### src/rtl/core/srg_pkg.sv
package srg_pkg;

  localparam int unsigned WordW  = 30;
  localparam int unsigned SeedW  = 31;
  localparam int unsigned AddrW  = 6;
  localparam int unsigned TabLen = 55;
  localparam int unsigned RamDepth = TabLen + 1;

  localparam logic [WordW-1:0] ModBig    = 30'd1000000000;
  localparam logic [SeedW-1:0] SeedMagic = 31'd161803398;
  // SeedMagic + ModBig, used to fold |magic - seed| back below the modulus
  localparam logic [SeedW-1:0] SeedMagicHi = 31'd1161803398;

  localparam logic [AddrW-1:0] LastIdx  = 6'd55;
  localparam logic [AddrW-1:0] LagStart = 6'd31;
  localparam logic [AddrW-1:0] Stride   = 6'd21;

  typedef logic [WordW-1:0] word_t;
  typedef logic [AddrW-1:0] addr_t;

  // a - b modulo 1e9, both operands already below the modulus
  function automatic word_t sub_mod(input word_t a, input word_t b);
    word_t d;
    begin
      d = a - b;
      if (a < b) begin
        d = d + ModBig;
      end
      return d;
    end
  endfunction

endpackage

### src/rtl/core/srg_ram.sv
module srg_ram #(
  parameter int unsigned Width = 8,
  parameter int unsigned Depth = 16
) (
  input  logic                     clk,
  input  logic                     we,
  input  logic [$clog2(Depth)-1:0] waddr,
  input  logic [Width-1:0]         wdata,
  input  logic [$clog2(Depth)-1:0] raddr_a,
  input  logic [$clog2(Depth)-1:0] raddr_b,
  output logic [Width-1:0]         rdata_a,
  output logic [Width-1:0]         rdata_b
);

  logic [Width-1:0] mem [Depth];

  always_ff @(posedge clk) begin
    if (we) begin
      mem[waddr] <= wdata;
    end
    rdata_a <= mem[raddr_a];
    rdata_b <= mem[raddr_b];
  end

endmodule

### src/rtl/core/subtractive_random_generator.sv
// Subtractive lagged random generator (55-word table, lags 55/24). Each request
// returns one integer in 0..999999999; value/1e9 is the uniform fraction. An
// ordinary draw reads both lag entries from the two-read-port table RAM, then
// subtracts, writes back and loads the output register (waiting while that
// register still holds an unaccepted result), and then returns to idle. A
// request with reseed set, and the first request after reset, first seeds the
// table: 55 fill writes and 4 x 55 mixing steps, each a read and then a
// subtract and write. The seed register is taken only when seeding starts. A
// finished result waits in the output register; a new request is accepted
// while it waits.
module subtractive_random_generator (
  input  logic        clk,
  input  logic        rst,
  input  logic        seed_we,
  input  logic [30:0] seed,
  input  logic        in_valid,
  output logic        in_ready,
  input  logic        reseed,
  output logic        out_valid,
  input  logic        out_ready,
  output logic [29:0] value
);

  typedef enum logic [2:0] {
    IDLE,
    FILL,
    MIX_RD,
    MIX_WR,
    DRAW_RD,
    DRAW_WR
  } state_t;

  state_t               state;
  logic [30:0]          seed_held;
  srg_pkg::word_t       cur;
  srg_pkg::word_t       prev;
  srg_pkg::addr_t       pos;
  srg_pkg::addr_t       idx;
  logic [1:0]           pass;
  srg_pkg::addr_t       fp;
  srg_pkg::addr_t       sp;
  logic                 seeded;

  srg_pkg::word_t       cur_start;
  srg_pkg::addr_t       pos_next;
  logic [6:0]           pos_sum;
  srg_pkg::addr_t       fp_inc;
  srg_pkg::addr_t       sp_inc;
  srg_pkg::addr_t       mix_lag;
  srg_pkg::addr_t       raddr_a;
  srg_pkg::addr_t       raddr_b;
  srg_pkg::word_t       rdata_a;
  srg_pkg::word_t       rdata_b;
  srg_pkg::word_t       diff;
  logic                 we;
  srg_pkg::addr_t       waddr;
  srg_pkg::word_t       wdata;
  logic                 slot_free;

  // |magic - seed| mod 1e9 in one level of parallel subtracts
  always_comb begin
    logic [30:0] d;
    d = '0;
    if (seed_held <= srg_pkg::SeedMagic) begin
      d = srg_pkg::SeedMagic - seed_held;
    end else if (seed_held >= srg_pkg::SeedMagicHi) begin
      d = seed_held - srg_pkg::SeedMagicHi;
    end else begin
      d = seed_held - srg_pkg::SeedMagic;
    end
    cur_start = d[29:0];
  end

  assign pos_sum  = {1'b0, pos} + {1'b0, srg_pkg::Stride};
  assign pos_next = (pos_sum >= 7'(srg_pkg::TabLen)) ?
                    6'(pos_sum - 7'(srg_pkg::TabLen)) : pos_sum[5:0];

  assign fp_inc  = (fp == srg_pkg::LastIdx) ? 6'd1 : fp + 6'd1;
  assign sp_inc  = (sp == srg_pkg::LastIdx) ? 6'd1 : sp + 6'd1;
  assign mix_lag = (idx <= 6'd24) ? idx + 6'd31 : idx - 6'd24;

  assign raddr_a = (state == MIX_RD || state == MIX_WR) ? idx : fp_inc;
  assign raddr_b = (state == MIX_RD || state == MIX_WR) ? mix_lag : sp_inc;

  assign diff      = srg_pkg::sub_mod(rdata_a, rdata_b);
  assign slot_free = !out_valid || out_ready;
  assign in_ready  = (state == IDLE);

  always_comb begin
    we    = 1'b0;
    waddr = idx;
    wdata = diff;
    unique case (state)
      FILL: begin
        we    = 1'b1;
        waddr = pos;
        wdata = (pos == srg_pkg::LastIdx) ? cur : prev;
      end
      MIX_WR: begin
        we = 1'b1;
      end
      DRAW_WR: begin
        we    = slot_free;
        waddr = fp_inc;
      end
      default: begin
        we = 1'b0;
      end
    endcase
  end

  srg_ram #(
    .Width(srg_pkg::WordW),
    .Depth(srg_pkg::RamDepth)
  ) u_table (
    .clk     (clk),
    .we      (we),
    .waddr   (waddr),
    .wdata   (wdata),
    .raddr_a (raddr_a),
    .raddr_b (raddr_b),
    .rdata_a (rdata_a),
    .rdata_b (rdata_b)
  );

  always_ff @(posedge clk) begin
    if (rst) begin
      state     <= IDLE;
      seed_held <= '0;
      fp        <= '0;
      sp        <= srg_pkg::LagStart;
      seeded    <= 1'b0;
      out_valid <= 1'b0;
      idx       <= '0;
      pass      <= '0;
    end else begin
      if (seed_we) begin
        seed_held <= seed;
      end
      if (out_valid && out_ready && state != DRAW_WR) begin
        out_valid <= 1'b0;
      end
      unique case (state)
        IDLE: begin
          if (in_valid) begin
            if (reseed || !seeded) begin
              cur   <= cur_start;
              prev  <= 30'd1;
              pos   <= srg_pkg::LastIdx;
              idx   <= '0;
              state <= FILL;
            end else begin
              state <= DRAW_RD;
            end
          end
        end
        FILL: begin
          if (pos != srg_pkg::LastIdx) begin
            prev <= srg_pkg::sub_mod(cur, prev);
            cur  <= prev;
          end
          pos <= pos_next;
          if (idx == 6'd54) begin
            idx   <= 6'd1;
            pass  <= '0;
            state <= MIX_RD;
          end else begin
            idx <= idx + 6'd1;
          end
        end
        MIX_RD: begin
          state <= MIX_WR;
        end
        MIX_WR: begin
          if (idx == srg_pkg::LastIdx) begin
            idx  <= 6'd1;
            pass <= pass + 2'd1;
            if (pass == 2'd3) begin
              fp     <= '0;
              sp     <= srg_pkg::LagStart;
              seeded <= 1'b1;
              state  <= DRAW_RD;
            end else begin
              state <= MIX_RD;
            end
          end else begin
            idx   <= idx + 6'd1;
            state <= MIX_RD;
          end
        end
        DRAW_RD: begin
          state <= DRAW_WR;
        end
        DRAW_WR: begin
          if (slot_free) begin
            out_valid <= 1'b1;
            value     <= diff;
            fp        <= fp_inc;
            sp        <= sp_inc;
            state     <= IDLE;
          end
        end
        default: begin
          state <= IDLE;
        end
      endcase
    end
  end

endmodule

### config.mk
export PLATFORM = sky130hd
export DESIGN_NAME = subtractive_random_generator
export DESIGN_NICKNAME = d
export VERILOG_FILES = /design/src/rtl/core/srg_pkg.sv /design/src/rtl/core/srg_ram.sv /design/src/rtl/core/subtractive_random_generator.sv
export SDC_FILE = /design/constraint.sdc
export NUM_CORES = 2
export LEC_CHECK = 0
export BUFFER_PORTS_ARGS = -buffer_cell sky130_fd_sc_hd__clkbuf_2
export CORE_MARGIN = 2
export CORE_UTILIZATION = 50
export DETAILED_ROUTE_END_ITERATION = 10
export PLACE_DENSITY_LB_ADDON = 0.1
export SYNTH_ARGS = -nofsm -noshare
export SYNTH_HDL_FRONTEND = slang
export SYNTH_SLANG_ARGS = --single-unit
### constraint.sdc
create_clock -name clk -period 5.77 [get_ports clk]
set_input_delay 1.731 -clock clk [delete_from_list [all_inputs] [get_ports clk]]
set_output_delay 1.731 -clock clk [all_outputs]
set_load 0.1 [all_outputs]
==> impl_metrics.xml <==
<?xml version="1.0" encoding="UTF-8"?>
<metrics>
  <group name="status">
    <metric name="outcome" unit="">completed</metric>
  </group>
  <group name="cells_and_area">
    <metric name="final_layout_size_suffix_gt1_share" unit="%">15.8</metric>
    <metric name="layoutNonFillerInstCount" unit="">10565</metric>
    <metric name="finish.net_count" unit="">8000</metric>
    <metric name="stdcell_area" unit="mm2">0.107</metric>
    <metric name="area_growth_syn_to_layout" unit="%">12.4</metric>
    <metric name="post-route-util" unit="%">56.4</metric>
  </group>
  <group name="place">
    <metric name="place.gp.congestion" unit="">0.906</metric>
    <metric name="detailed_place.area" unit="mm2">0.100</metric>
    <metric name="placed_cells" unit="">10180</metric>
    <metric name="hpwlAfterDp" unit="um">190000</metric>
    <metric name="port_buffers" unit="">68</metric>
  </group>
  <group name="die">
    <metric name="core_area" unit="mm2">0.190</metric>
    <metric name="ports_placed_on_the_boundary" unit="">69</metric>
    <metric name="core.rowCount" unit="">160</metric>
    <metric name="start_util" unit="%">50.2</metric>
    <metric name="fp.dieH" unit="um">440</metric>
    <metric name="die_footprint" unit="mm2">0.194</metric>
    <metric name="dieWidth" unit="um">440</metric>
  </group>
  <group name="clocking">
    <metric name="cts_setup_buffers" unit="">0</metric>
    <metric name="h_tree_level_count" unit="">4</metric>
    <metric name="clkSinkCount" unit="">1892</metric>
    <metric name="cts_tree" unit="">built</metric>
    <metric name="clock_insertion_delay_worst_skew" unit="ns">0.86</metric>
    <metric name="tritoncts.num_buffers" unit="">201</metric>
    <metric name="hold_buffers" unit="">0</metric>
    <metric name="clock-root-buffer" unit="">sky130_fd_sc_hd__clkbuf_16</metric>
    <metric name="cts-root-to-sink-buffers" unit="">3</metric>
    <metric name="cts-resized-gates" unit="">0</metric>
    <metric name="clk_transition_reported_paths" unit="ns">0.06</metric>
  </group>
  <group name="logic_synthesis">
    <metric name="postSynth.topFlopCell" unit="">sky130_fd_sc_hd__edfxtp_1</metric>
    <metric name="syn_inst_count" unit="">7902</metric>
    <metric name="synth_seq_cells" unit="">1892</metric>
    <metric name="synth.distinct_cells" unit="">98</metric>
    <metric name="yosys_warnings" unit="">0</metric>
    <metric name="synth_nets" unit="">8030</metric>
    <metric name="syn_area_per_cell" unit="um2">12.1</metric>
    <metric name="synth-edff-count" unit="">1776</metric>
    <metric name="synth.yosys.seq_area_share" unit="%">58.4</metric>
    <metric name="synth.cell_area" unit="mm2">0.0952</metric>
    <metric name="asyncSetResetFlopFracSynth" unit="%">0</metric>
  </group>
  <group name="detailed_routing">
    <metric name="post_drt_via_cell_ratio" unit="">6.58</metric>
    <metric name="routedWlPerCell" unit="um">29.5</metric>
    <metric name="dr.first_iter.drc_count" unit="">9382</metric>
    <metric name="routed_wl" unit="um">312000</metric>
    <metric name="detail_route.first_pass.iterations" unit="">8</metric>
    <metric name="route.vias.total" unit="">69503</metric>
    <metric name="drc" unit="">0</metric>
    <metric name="route.antenna.remaining_nets" unit="">0</metric>
  </group>
  <group name="setup_path">
    <metric name="worstPathRequired" unit="ns">6.25</metric>
    <metric name="setup.worst_path.end_class" unit="">flip-flop</metric>
    <metric name="timing.setup.critical_path_class" unit="">reg2reg</metric>
    <metric name="rrSetupSlack" unit="ns">0.49</metric>
    <metric name="arrival" unit="ns">5.75</metric>
    <metric name="path_max_fanout" unit="">56</metric>
    <metric name="crit_path_start_kind" unit="">flip-flop</metric>
  </group>
  <group name="timing">
    <metric name="max_transition_viols_final" unit="">0</metric>
    <metric name="final_period_minus_worst_setup_slack" unit="ns">5.28</metric>
    <metric name="fin_worst_skew" unit="ns">0.0328</metric>
    <metric name="maxClockFrequency" unit="GHz">0.190</metric>
    <metric name="max_slew.worst_pin.slew" unit="ns">1.24</metric>
    <metric name="setup_tns" unit="ns">0</metric>
    <metric name="unrepaired_setup_endpoints_after_global_routing" unit="">no</metric>
    <metric name="finalSetupViolCount" unit="">0</metric>
    <metric name="layout_worst_path_cycle_share" unit="%">91.4</metric>
    <metric name="timing.max_slew.rel_slack" unit="%">17.1</metric>
    <metric name="hold_viol_final" unit="">0</metric>
  </group>
  <group name="power">
    <metric name="cellPowerDensity" unit="mW/mm2">642</metric>
    <metric name="ir_worst_vdd" unit="mV">1.22</metric>
    <metric name="static-leakage-power" unit="nW">37.9</metric>
    <metric name="total_power" unit="mW">68.7</metric>
  </group>
  <group name="worst_hold_path">
    <metric name="hold_class" unit="">reg2reg</metric>
  </group>
  <group name="global_route">
    <metric name="grt_antenna_before_repair" unit="">21</metric>
    <metric name="grt_first_pass_wirelength" unit="um">451000</metric>
    <metric name="pin_count_of_the_biggest_net_entering_global_routing" unit="">130</metric>
    <metric name="grt.total_usage" unit="%">31.7</metric>
    <metric name="grt_remaining_overflow" unit="">0</metric>
    <metric name="grt_pass1_vias" unit="">66009</metric>
  </group>
  <group name="flow_run">
    <metric name="timing.max_cap.violations" unit="">0</metric>
  </group>
</metrics>
-- power by group --
part / internal (mW) / total (mW) / switching [mW] / leakage [nW]
Sequential: 25.9 / 26.4 / 0.435 / 16.9
Combinational: 7.35 / 29.2 / 21.9 / 17.7
Clock: 7.60 / 13.1 / 5.51 / 3.24
-- critical path, cell delays in order (launching register included) --
cell                       delay, ns
sky130_fd_sc_hd__dfxtp_1        0.32
sky130_fd_sc_hd__inv_1          0.04
sky130_fd_sc_hd__ha_1           0.22
sky130_fd_sc_hd__fa_1           0.41
sky130_fd_sc_hd__nand2b_1       0.19
sky130_fd_sc_hd__a21oi_1        0.30
sky130_fd_sc_hd__o21ai_1        0.15
sky130_fd_sc_hd__o21ai_0        0.22
sky130_fd_sc_hd__xor2_1         0.28
sky130_fd_sc_hd__ha_1           0.26
sky130_fd_sc_hd__nor2_1         0.05
sky130_fd_sc_hd__mux2i_1        0.49
sky130_fd_sc_hd__a311oi_2       0.19
sky130_fd_sc_hd__nor3_1         0.37
sky130_fd_sc_hd__o21ai_0        0.19
sky130_fd_sc_hd__xor2_1         0.25
sky130_fd_sc_hd__o21a_2         0.91
-- metal layers --
metal  global-route usage [%]  routed length [um]  vias up
li1                         -                   -    29945
met3                     7.10               34500      608
met5                        0                  98        -
met2                     48.6              141000     3906
met4                     10.7               10300       16
met1                     45.0              126000    35028
-- synth_stat cells, types with 7 or more instances --
cell                       number  area share, %
sky130_fd_sc_hd__a211oi_1     166            1.3
sky130_fd_sc_hd__a21boi_0       7          0.055
sky130_fd_sc_hd__a21o_1        40           0.32
sky130_fd_sc_hd__a21oi_1      347            1.8
sky130_fd_sc_hd__a21oi_2        8          0.074
sky130_fd_sc_hd__a311oi_1     275            2.5
sky130_fd_sc_hd__a31oi_1      126           0.83
sky130_fd_sc_hd__and2_1        11          0.072
sky130_fd_sc_hd__and3_1       204            1.3
sky130_fd_sc_hd__buf_1         43           0.17
sky130_fd_sc_hd__buf_2        122           0.64
sky130_fd_sc_hd__clkbuf_1     427            1.7
sky130_fd_sc_hd__dfxtp_1      116            2.4
sky130_fd_sc_hd__edfxtp_1    1776             56
sky130_fd_sc_hd__ha_1          89            1.2
sky130_fd_sc_hd__inv_1         92           0.36
sky130_fd_sc_hd__mux2i_1      168            1.8
sky130_fd_sc_hd__mux4_2       450             11
sky130_fd_sc_hd__nand2_1     1904            7.5
sky130_fd_sc_hd__nand2b_1      20           0.13
sky130_fd_sc_hd__nand3_1      554            2.9
sky130_fd_sc_hd__nand4_1       26           0.17
sky130_fd_sc_hd__nor2_1       285            1.1
sky130_fd_sc_hd__nor2b_1      105           0.69
sky130_fd_sc_hd__nor3_1        37           0.19
sky130_fd_sc_hd__nor4_1        10          0.066
sky130_fd_sc_hd__o211ai_1      33           0.26
sky130_fd_sc_hd__o21a_1        27           0.21
sky130_fd_sc_hd__o21ai_0      124           0.65
sky130_fd_sc_hd__o21ai_1       13          0.068
sky130_fd_sc_hd__o21bai_1      14           0.11
sky130_fd_sc_hd__o31ai_1       14           0.11
sky130_fd_sc_hd__or2_2          8          0.053
sky130_fd_sc_hd__or3_1         10          0.066
sky130_fd_sc_hd__xnor2_1       71           0.65
sky130_fd_sc_hd__xor2_1        43           0.40
-- through the flow --
| stage | setup slack, ns | hold slack (ns) |
|---|---|---|
| global route | 0.159 | 0.519 |
| global placement | 0.691 | 0.455 |
| detailed placement | 0.631 | 0.473 |
| finish | 0.495 | 0.485 |
| floorplan | 0.0924 | 0.441 |
| CTS | 0.600 | 0.487 |
-- registers in the layout, summed over array words and instances (netlist names), 2 cells and up --
| register | count |
|---|---|
| seed_held | 31 |
| prev | 30 |
| u_table.mem | 1680 |
| fp | 6 |
| state | 3 |
| sp | 6 |
| cur | 30 |
| value | 30 |
| idx | 6 |
| u_table.rdata_a | 30 |
| pos | 6 |
| u_table.rdata_b | 30 |
| pass | 2 |
-- cell usage in the layout (no fill, tap or decap), types with 39 or more instances in the layout --
| master | instances |
|---|---|
| sky130_fd_sc_hd__buf_12 | 78 |
| sky130_fd_sc_hd__ha_1 | 89 |
| sky130_fd_sc_hd__a21oi_1 | 342 |
| sky130_fd_sc_hd__a311oi_1 | 275 |
| sky130_fd_sc_hd__a31oi_1 | 110 |
| sky130_fd_sc_hd__o21ai_0 | 122 |
| sky130_fd_sc_hd__xor2_1 | 43 |
| sky130_fd_sc_hd__clkbuf_16 | 209 |
| sky130_fd_sc_hd__nand2_1 | 1903 |
| sky130_fd_sc_hd__and3_1 | 204 |
| sky130_fd_sc_hd__nor2b_1 | 105 |
| sky130_fd_sc_hd__mux2i_1 | 167 |
| sky130_fd_sc_hd__dfxtp_1 | 116 |
| sky130_fd_sc_hd__inv_1 | 92 |
| sky130_fd_sc_hd__xnor2_1 | 71 |
| sky130_fd_sc_hd__clkinv_2 | 39 |
| sky130_fd_sc_hd__nor2_4 | 59 |
| sky130_fd_sc_hd__a21o_1 | 39 |
| sky130_fd_sc_hd__clkbuf_1 | 40 |
| sky130_fd_sc_hd__nand3_1 | 553 |
| sky130_fd_sc_hd__mux4_2 | 450 |
| sky130_fd_sc_hd__nor2_1 | 225 |
| sky130_fd_sc_hd__buf_4 | 226 |
| sky130_fd_sc_hd__clkbuf_2 | 68 |
| sky130_fd_sc_hd__a211oi_1 | 166 |
| sky130_fd_sc_hd__edfxtp_1 | 1776 |
-- logic make-up (layout without fill, tap and decap cells) --
family          after synthesis  in the layout  synth area share (%)
compound gates             1267           1267                  9.12
xor+xnor                    116            116                  1.08
fa+ha+maj                    91             91                  1.21
buf+inv                     697            836                  2.99
flops                      1892           1892                  58.4
mux                         623            623                  12.5
other cells                   0             13                     0
simple gates               3216           3216                  14.7
-- final timing paths --
path,startpoint,to,cells past startpoint
max,u_table.rdata_a[0],u_table.mem[19][21],16
min,seeded,seeded,2
min reg2reg,seeded,seeded,2
max reg2reg,u_table.rdata_a[0],u_table.mem[19][21],16
-- layout make-up --
cell class	count	area [um2]
flip-flops and latches	1892	55700
inverters	92	345
clock buffers	257	5490
repair buffers	372	3600
fillers	15450	82800
diodes	13	32.5
clock inverters	115	1140
multi-input cells	5313	37600
well taps	2511	3140
(Power assumes the default switching activity.)
